===== config.mk =====
export PLATFORM = sky130hd
export DESIGN_NAME = sql_window_aggregate_engine
export DESIGN_NICKNAME = d
export VERILOG_FILES = /design/src/rtl/swa_pkg.sv /design/src/rtl/swa_datapath.sv /design/src/rtl/swa_ctrl.sv /design/src/rtl/sql_window_aggregate_engine.sv
export SDC_FILE = /design/constraint.sdc
export NUM_CORES = 2
export LEC_CHECK = 0
export ABC_AREA = 1
export BUFFER_PORTS_ARGS = -buffer_cell sky130_fd_sc_hd__buf_2
export CORE_UTILIZATION = 32
export CTS_CLUSTER_DIAMETER = 120
export DETAILED_ROUTE_END_ITERATION = 10
export PLACE_DENSITY = 0.58
export SYNTH_ARGS = -nofsm -noshare
export SYNTH_HDL_FRONTEND = slang
export SYNTH_HIERARCHICAL = 1
export SYNTH_SLANG_ARGS = --single-unit

===== constraint.sdc =====
create_clock -name aclk -period 18.61 [get_ports aclk]
set_input_delay 1.861 -clock aclk [delete_from_list [all_inputs] [get_ports aclk]]
set_output_delay 1.861 -clock aclk [all_outputs]
set_load 0.02 [all_outputs]

===== src/rtl/swa_pkg.sv =====
// ----------------------------------------------------------------------------
// swa_pkg
// Shared types and codes of the window aggregate engine.
// ----------------------------------------------------------------------------
package swa_pkg;
    localparam logic [2:0] KIND_ROW_NUMBER = 3'd0;
    localparam logic [2:0] KIND_RANK       = 3'd1;
    localparam logic [2:0] KIND_DENSE_RANK = 3'd2;
    localparam logic [2:0] KIND_COUNT      = 3'd3;
    localparam logic [2:0] KIND_MIN        = 3'd4;
    localparam logic [2:0] KIND_MAX        = 3'd5;
    localparam logic [2:0] KIND_SUM        = 3'd6;

    localparam logic [1:0] ERR_OK       = 2'd0;
    localparam logic [1:0] ERR_OVERFLOW = 2'd1;
    localparam logic [1:0] ERR_SAT      = 2'd2;

    localparam logic CFG_AGG_KIND   = 1'b0;
    localparam logic CFG_COUNT_STAR = 1'b1;

    // controller to datapath
    typedef struct packed {
        logic capture;     // latch input row
        logic emit;        // emit current entry
        logic end_group;   // finish the group bookkeeping
        logic part_clear;  // clear partition state
        logic take;        // fold the held row in
        logic stream_clear;
    } swa_cmd_t;

    // datapath to controller
    typedef struct packed {
        logic need_flush;  // have_row and key change
        logic part_change;
        logic last;        // held row closes the stream
        logic emit_last;   // the entry being emitted is the last in buffer
    } swa_sts_t;
endpackage


===== src/rtl/swa_datapath.sv =====
// ----------------------------------------------------------------------------
// swa_datapath
// Row registers, tag buffer, accumulator and rank counters.
// ----------------------------------------------------------------------------
module swa_datapath #(
    parameter int GROUP_DEPTH = 32,
    parameter int TAG_BITS    = 16
) (
    input  logic                 aclk,
    input  logic                 aresetn,
    input  logic [2:0]           agg_kind,
    input  logic                 count_star,
    input  logic [63:0]          s_partition_key,
    input  logic [63:0]          s_order_key,
    input  logic signed [63:0]   s_arg_value,
    input  logic                 s_arg_is_null,
    input  logic [15:0]          s_row_tag,
    input  logic                 s_stream_end,
    input  swa_pkg::swa_cmd_t    cmd,
    output swa_pkg::swa_sts_t    sts,
    output logic [15:0]          res_tag,
    output logic signed [63:0]   res_value,
    output logic                 res_null,
    output logic [1:0]           res_err
);
    localparam int CW = $clog2(GROUP_DEPTH + 1);
    localparam int AW = (GROUP_DEPTH > 1) ? $clog2(GROUP_DEPTH) : 1;
    localparam logic [63:0] SIGN64 = 64'h8000_0000_0000_0000;

    logic [TAG_BITS-1:0] tags_mem [GROUP_DEPTH];
    logic [TAG_BITS-1:0] rd_tag_reg;
    logic [63:0] pkey_reg, okey_reg, val_reg;
    logic        null_reg, eoi_reg;
    logic [TAG_BITS-1:0] tag_reg;
    logic [63:0] prev_pkey_reg, prev_okey_reg;
    logic        have_row_reg;
    logic [CW-1:0] count_reg, rd_idx_reg;
    logic        ovf_reg;
    logic [63:0] size_reg, acc_reg, rank_reg, rownum_reg;
    logic        empty_reg, sat_reg;
    logic [63:0] sum;
    logic        sum_ovf;

    assign sum     = acc_reg + val_reg;
    assign sum_ovf = (((acc_reg ^ val_reg) & SIGN64) == 64'd0)
                     && (((sum ^ acc_reg) & SIGN64) != 64'd0);

    assign sts.need_flush  = have_row_reg && (pkey_reg != prev_pkey_reg
                                              || okey_reg != prev_okey_reg);
    assign sts.part_change = pkey_reg != prev_pkey_reg;
    assign sts.last        = eoi_reg;
    assign sts.emit_last   = (rd_idx_reg + CW'(1)) == count_reg;

    always_ff @(posedge aclk) begin
        if (cmd.capture) begin
            pkey_reg <= s_partition_key;
            okey_reg <= s_order_key;
            val_reg  <= s_arg_value;
            null_reg <= s_arg_is_null;
            tag_reg  <= TAG_BITS'(s_row_tag);
            eoi_reg  <= s_stream_end;
        end
        if (cmd.take && count_reg < CW'(GROUP_DEPTH)) begin
            tags_mem[count_reg[AW-1:0]] <= tag_reg;
        end
        rd_tag_reg <= tags_mem[rd_idx_reg[AW-1:0]];
    end

    always_ff @(posedge aclk) begin
        if (!aresetn || cmd.stream_clear) begin
            prev_pkey_reg <= '0;
            prev_okey_reg <= '0;
            have_row_reg  <= 1'b0;
            count_reg     <= '0;
            rd_idx_reg    <= '0;
            ovf_reg       <= 1'b0;
            size_reg      <= '0;
            acc_reg       <= '0;
            empty_reg     <= 1'b1;
            sat_reg       <= 1'b0;
            rank_reg      <= 64'd1;
            rownum_reg    <= 64'd1;
        end else begin
            if (cmd.emit) begin
                rd_idx_reg <= rd_idx_reg + CW'(1);
                if (agg_kind == swa_pkg::KIND_ROW_NUMBER) rownum_reg <= rownum_reg + 64'd1;
            end
            if (cmd.end_group) begin
                if (agg_kind == swa_pkg::KIND_ROW_NUMBER)
                    rownum_reg <= rownum_reg + 64'd1 + size_reg - 64'(count_reg);
                else
                    rownum_reg <= rownum_reg + size_reg;
                if (agg_kind == swa_pkg::KIND_DENSE_RANK) rank_reg <= rank_reg + 64'd1;
                else rank_reg <= rank_reg + size_reg;
                count_reg  <= '0;
                rd_idx_reg <= '0;
                ovf_reg    <= 1'b0;
                size_reg   <= '0;
            end
            if (cmd.part_clear) begin
                acc_reg    <= '0;
                empty_reg  <= 1'b1;
                sat_reg    <= 1'b0;
                rank_reg   <= 64'd1;
                rownum_reg <= 64'd1;
            end
            if (cmd.take) begin
                if (count_reg < CW'(GROUP_DEPTH)) count_reg <= count_reg + CW'(1);
                else ovf_reg <= 1'b1;
                size_reg      <= size_reg + 64'd1;
                prev_pkey_reg <= pkey_reg;
                prev_okey_reg <= okey_reg;
                have_row_reg  <= 1'b1;
                case (agg_kind)
                    swa_pkg::KIND_COUNT: begin
                        if (count_star || !null_reg) acc_reg <= acc_reg + 64'd1;
                    end
                    swa_pkg::KIND_MIN, swa_pkg::KIND_MAX, swa_pkg::KIND_SUM: begin
                        if (!null_reg) begin
                            empty_reg <= 1'b0;
                            if (empty_reg) acc_reg <= val_reg;
                            else if (agg_kind == swa_pkg::KIND_MIN) begin
                                if ($signed(val_reg) < $signed(acc_reg)) acc_reg <= val_reg;
                            end else if (agg_kind == swa_pkg::KIND_MAX) begin
                                if ($signed(acc_reg) < $signed(val_reg)) acc_reg <= val_reg;
                            end else if (sum_ovf) begin
                                sat_reg <= 1'b1;
                                acc_reg <= acc_reg[63] ? SIGN64 : ~SIGN64;
                            end else begin
                                acc_reg <= sum;
                            end
                        end
                    end
                    default: ;
                endcase
            end
        end
    end

    always_comb begin
        res_tag   = 16'(rd_tag_reg);
        res_value = '0;
        res_null  = 1'b0;
        case (agg_kind)
            swa_pkg::KIND_ROW_NUMBER: res_value = rownum_reg;
            swa_pkg::KIND_RANK, swa_pkg::KIND_DENSE_RANK: res_value = rank_reg;
            swa_pkg::KIND_COUNT: res_value = acc_reg;
            swa_pkg::KIND_MIN, swa_pkg::KIND_MAX, swa_pkg::KIND_SUM: begin
                if (empty_reg) res_null = 1'b1;
                else res_value = acc_reg;
            end
            default: res_null = 1'b1;
        endcase
        if (ovf_reg) res_err = swa_pkg::ERR_OVERFLOW;
        else if (agg_kind == swa_pkg::KIND_SUM && sat_reg) res_err = swa_pkg::ERR_SAT;
        else res_err = swa_pkg::ERR_OK;
    end
endmodule


===== src/rtl/swa_ctrl.sv =====
// ----------------------------------------------------------------------------
// swa_ctrl
// Sequencer: accept a row, flush the finished group, fold the row in.
// ----------------------------------------------------------------------------
module swa_ctrl (
    input  logic              aclk,
    input  logic              aresetn,
    input  logic              s_valid,
    output logic              s_ready,
    output logic              m_valid,
    input  logic              m_ready,
    output logic              m_last,
    input  swa_pkg::swa_sts_t sts,
    output swa_pkg::swa_cmd_t cmd,
    output logic              out_load
);
    typedef enum logic [5:0] {
        ST_IDLE  = 6'b000001,
        ST_EVAL  = 6'b000010,
        ST_READ  = 6'b000100,
        ST_EMIT  = 6'b001000,
        ST_TAKE  = 6'b010000,
        ST_FINAL = 6'b100000
    } state_t;

    state_t state_reg, state_next;
    logic   phase_reg, phase_next;   // 0 pre-row flush, 1 end-of-input flush
    logic   mv_reg, mv_next;

    assign m_valid = mv_reg;
    assign s_ready = state_reg == ST_IDLE;
    assign m_last  = phase_reg ? 1'b1 : !sts.last;

    always_ff @(posedge aclk) begin
        if (!aresetn) begin
            state_reg <= ST_IDLE;
            phase_reg <= 1'b0;
            mv_reg    <= 1'b0;
        end else begin
            state_reg <= state_next;
            phase_reg <= phase_next;
            mv_reg    <= mv_next;
        end
    end

    always_comb begin
        state_next = state_reg;
        phase_next = phase_reg;
        mv_next    = mv_reg && !m_ready;
        cmd        = '0;
        out_load   = 1'b0;
        case (state_reg)
            ST_IDLE: begin
                cmd.capture = s_valid;
                if (s_valid) state_next = ST_EVAL;
            end
            ST_EVAL: begin
                phase_next = 1'b0;
                if (sts.need_flush) state_next = ST_READ;
                else state_next = ST_TAKE;
            end
            ST_READ: begin
                if (!mv_reg || m_ready) state_next = ST_EMIT;
            end
            ST_EMIT: begin
                out_load = 1'b1;
                mv_next  = 1'b1;
                cmd.emit = 1'b1;
                if (sts.emit_last) begin
                    cmd.end_group = 1'b1;
                    if (phase_reg) begin
                        state_next = ST_FINAL;
                    end else begin
                        cmd.part_clear = sts.part_change;
                        state_next     = ST_TAKE;
                    end
                end else begin
                    state_next = ST_READ;
                end
            end
            ST_TAKE: begin
                cmd.take = 1'b1;
                if (sts.last) begin
                    phase_next = 1'b1;
                    state_next = ST_READ;
                end else begin
                    state_next = ST_IDLE;
                end
            end
            ST_FINAL: begin
                cmd.stream_clear = 1'b1;
                state_next       = ST_IDLE;
            end
            default: state_next = ST_IDLE;
        endcase
    end
endmodule


===== src/rtl/sql_window_aggregate_engine.sv =====
// ----------------------------------------------------------------------------
// sql_window_aggregate_engine
// Window aggregate over a sorted row stream.
// ----------------------------------------------------------------------------
// A row is accepted, classified, then folded in. When it closes a peer group,
// every buffered row of that group is emitted before the row is folded in,
// each result through a tag memory read and an output register load, the read
// waiting while a result still waits for the receiver; an end-of-stream row
// adds its own group flush and a stream clear.
module sql_window_aggregate_engine #(
    parameter int GROUP_DEPTH = 32,
    parameter int TAG_BITS    = 16
) (
    input  logic               aclk,
    input  logic               aresetn,
    input  logic               cfg_we,
    input  logic               cfg_index,
    input  logic [2:0]         cfg_wdata,
    input  logic               s_valid,
    output logic               s_ready,
    input  logic [63:0]        s_partition_key,
    input  logic [63:0]        s_order_key,
    input  logic signed [63:0] s_arg_value,
    input  logic               s_arg_is_null,
    input  logic [15:0]        s_row_tag,
    input  logic               s_stream_end,
    output logic               m_valid,
    input  logic               m_ready,
    output logic [15:0]        m_out_tag,
    output logic signed [63:0] m_agg_value,
    output logic               m_agg_is_null,
    output logic [1:0]         m_error_code,
    output logic               m_last_of_run
);
    logic [2:0] kind_reg;
    logic       star_reg;
    swa_pkg::swa_cmd_t cmd;
    swa_pkg::swa_sts_t sts;
    logic [15:0] res_tag;
    logic signed [63:0] res_value;
    logic res_null, out_load, last_c;
    logic [1:0] res_err;

    always_ff @(posedge aclk) begin
        if (!aresetn) begin
            kind_reg <= swa_pkg::KIND_ROW_NUMBER;
            star_reg <= 1'b1;
        end else if (cfg_we) begin
            if (cfg_index == swa_pkg::CFG_AGG_KIND) kind_reg <= cfg_wdata;
            else star_reg <= cfg_wdata[0];
        end
    end

    swa_ctrl u_ctrl (
        .aclk, .aresetn, .s_valid, .s_ready, .m_valid, .m_ready,
        .m_last(last_c), .sts, .cmd, .out_load
    );

    swa_datapath #(.GROUP_DEPTH(GROUP_DEPTH), .TAG_BITS(TAG_BITS)) u_dp (
        .aclk, .aresetn, .agg_kind(kind_reg), .count_star(star_reg),
        .s_partition_key, .s_order_key, .s_arg_value, .s_arg_is_null,
        .s_row_tag, .s_stream_end, .cmd, .sts,
        .res_tag, .res_value, .res_null, .res_err
    );

    always_ff @(posedge aclk) begin
        if (out_load) begin
            m_out_tag     <= res_tag;
            m_agg_value   <= res_value;
            m_agg_is_null <= res_null;
            m_error_code  <= res_err;
            m_last_of_run <= last_c && sts.emit_last;
        end
    end
endmodule


==> run_results.csv <==
group,metric,value,unit
worst_setup_path,critical_path.top_delay_family,"buffers and inverters",
clocking,cts_max_level,4,
worst_setup_path,crit_required,19260,ps
worst_setup_path,startpoint_type,"register",
power,ir_worst_vdd,0.0000912,V
clocking,holdBufCountCts,0,
floorplan,core_area,246000,sq um
clocking,clk_pin_slew_worst_paths,60,ps
power,finalPower,0.00625,W
place,dp_hpwl,234000,um
worst_setup_path,worstPathCellList,"buf_4 -> nand3_1 -> xor2_1 -> or2_2 -> o21ai_0 -> a2111oi_0 -> inv_1 -> nor2_4 -> buf_4 -> inv_4 -> nor2_1 -> clkinv_1 -> buf_4 -> a22oi_1 -> a311oi_1",
floorplan,die_height,500,um
worst_setup_path,cp_num_buf_inv,6,
worst_setup_path,max_stage_delay,940,ps
clocking,cts_tree,"yes",
final_layout,stdcell_area,88900,sq um
route,routedWlPerCell,22.4,um
sta,worst_slew_pin_slew,1220,ps
synth,synth.cell_area,79300,sq um
global_route,grt_pass1_vias,68400,
clocking,cts_max_path_buffers,3,
floorplan,die_area,250000,sq um
sta,period_needed,6300,ps
global_route,grt_usage,0.241,
route,viasPerCell,5.36,
final_layout,multi_input_area,39600,sq um
final_layout,drive_gt1_frac,0.0765,
route,vias,74600,
global_route,antenna_found_initial,14,
floorplan,start_util,0.322,
global_route,met2_usage,0.374,
status,outcome,"finished, final reports clean",
floorplan,die_x,500,um
power,p_leak,36.6,nW
worst_setup_path,cp_slowest_cell,"dfxtp_4",
final_layout,final_net_count,11100,
synth,synth.largest_area_cell,"edfxtp_1",
synth,synth.cells.most_frequent,"nand2_1 (2,014), inv_1 (1,403), nor2_1 (1,073)",
synth,yosysMostFrequentCell,"nand2_1",
power,power.density,70.2,nW/um^2
global_route,grt-ovfl-total,0,
route,dr.pass1.iters,7,
clocking,cts_sinks,1234,
global_route,use_met1,0.326,
clocking,post_cts_resized,0,
worst_setup_path,end_kind,"register",
synth,yosys_warnings,6,
synth,synth_seq_cells,1234,
clocking,root_buffer,"clkbuf_16",
sta,hold_viol_final,0,
synth,synth_top_area_share,0.305,
sta,finalClockSkew,60.2,ps
sta,period_share,0.339,
final_layout,synthToLayoutAreaGrowth,12.1,%
run,maxCapViolCount,0,
synth,yosysSeqAreaShare,0.413,
clocking,clk_latency,820,ps
sta,setup_tns,0,ps
sta,max-slew-margin-rel,0.186,
sta,slew_violations,0,
synth,async_reset_ff_frac,0,
clocking,cts_buffers,142,
place,portBuffers,304,
global_route,grt_start_max_net_pins,158,
min_path,holdCritPathClass,"reg2reg",
floorplan,ioPinCount,305,
synth,syn_nets,11000,
final_layout,ff_latch_area,32800,sq um
route,drtAntennaViolNets,0,
route,first_iter_violations,8735,
sta,max_freq,159,MHz
synth,synth_edf_count,806,
sta,rsz0062_at_grt,"no",
route,drc_errors,0,
synth,synth_flop_cell,"edfxtp_1",
synth,netlist-cell-type-count,72,
place,place_area,84200,sq um
sta,final-setup-viol-count,0,
global_route,grt_pass1_wl,451000,um
worst_setup_path,cp.arrival,6950,ps
synth,syn-instance-count,10300,
global_route,grt_use_met3,0.0416,
floorplan,row_count,182,
final_layout,largest_register_ff_count,512,
worst_setup_path,crit_type,"reg2reg",
clocking,cts_setup_buffers,0,
synth,synth_area_leaders,"edfxtp_1 (31%), dfxtp_1 (11%), nand2_1 (9.5%)",
worst_setup_path,crit_path_frequent_cell,"buf_4",
worst_setup_path,crit_fanout,81,
final_layout,fillers,26100,
route,routed_wirelength,312000,um
global_route,top_usage_layer,"met2",
place,gp_congestion,1.01,
synth,avgSynthCellArea,7.66,sq um
-- path summary, 6_finish.rpt --
path,slack [ps],cells after the start,start,endpoint
worst min-delay path,400,0,u_dp/res_tag[12]$_DFF_P_,m_out_tag[12]$_DFFE_PP_
worst max register to register,12310,15,u_dp/rd_idx_reg[0]$_SDFFE_PP0P_,u_dp/size_reg[26]$_SDFFE_PP0P_
worst max-delay path,12310,15,u_dp/rd_idx_reg[0]$_SDFFE_PP0P_,u_dp/size_reg[26]$_SDFFE_PP0P_
worst min register to register,400,0,u_dp/res_tag[12]$_DFF_P_,m_out_tag[12]$_DFFE_PP_
-- routing by layer --
layer	wire, um	up-vias	share of wire
met5	44	-	0.00014
met1	133000	35300	0.43
met3	26900	531	0.086
met4	14800	8	0.047
li1	-	35400	-
met2	137000	3433	0.44
-- per-stage QoR --
stage | hold slack (ps) | std cells | setup WS, ps | util
after floorplan | 386 | 10300 | 7240 | -
after global placement | 392 | 13600 | 12560 | 0.342
final | 405 | 13900 | 12310 | 0.361
after CTS | 404 | 13900 | 12510 | 0.361
after detailed placement | 391 | 13600 | 12510 | 0.342
after global routing | 411 | 13900 | 12060 | 0.361
-- logic make-up (layout without fill, tap and decap cells) --
| family | count (synthesis) | count (layout) | share of synthesized area |
|---|---|---|---|
| adder cells (fa/ha/maj) | 391 | 391 | 0.0625 |
| XOR/XNOR | 332 | 332 | 0.0367 |
| AND/OR/NAND/NOR | 4096 | 4096 | 0.220 |
| other | 0 | 6 | 0 |
| flip-flops | 1234 | 1234 | 0.413 |
| AO/OA/AOI/OAI | 2446 | 2446 | 0.178 |
| buffers and inverters | 1850 | 2095 | 0.0897 |
-- area by class of cell --
cell class                      instances  area share
Antenna cell                            6    0.000169
Clock buffer                          194      0.0447
Clock inverter                         67     0.00871
Inverter                             1434      0.0609
Multi-Input combinational cell       7265       0.445
Sequential cell                      1234       0.369
Tap cell                             3312      0.0466
Timing Repair Buffer                  400      0.0254
-- cells in the final DEF (no fill, tap or decap), types with 18 or more instances in the layout --
cell type | synthesis | final
a32oi_1 | 18 | 18
nor2_1 | 1073 | 1050
o21ai_1 | 52 | 52
or2_2 | 25 | 25
clkinv_1 | 7 | 21
nand4_1 | 121 | 121
nor2_2 | 23 | 36
a21oi_1 | 963 | 963
edfxtp_1 | 806 | 806
dfxtp_1 | 428 | 424
inv_1 | 1403 | 1394
o21ai_0 | 762 | 762
a211oi_1 | 27 | 27
nand2_1 | 2014 | 2010
clkinv_2 | 0 | 26
o221ai_1 | 169 | 169
buf_4 | 7 | 95
inv_2 | 24 | 24
a31oi_1 | 65 | 65
o21a_1 | 24 | 24
nor4_1 | 64 | 64
xnor2_1 | 137 | 137
o21bai_1 | 43 | 43
buf_2 | 34 | 304
a221oi_1 | 37 | 37
clkbuf_1 | 332 | 33
a21boi_0 | 18 | 18
nand3_1 | 513 | 511
xor2_1 | 195 | 195
o211ai_1 | 140 | 140
nor2_4 | 9 | 19
o2111ai_1 | 19 | 19
nand3b_1 | 24 | 24
a21o_1 | 38 | 38
clkbuf_16 | 0 | 145
ha_1 | 382 | 382
o22ai_1 | 31 | 31
nor3_1 | 151 | 149
-- power breakdown --
part	switching, W	internal [W]	total [W]
Sequential	0.0000473	0.00297	0.00302
Clock	0.00124	0.00162	0.00285
Combinational	0.000276	0.0000953	0.000372
Total	0.00156	0.00469	0.00625
Note: power is estimated with default switching activity, not from simulation.
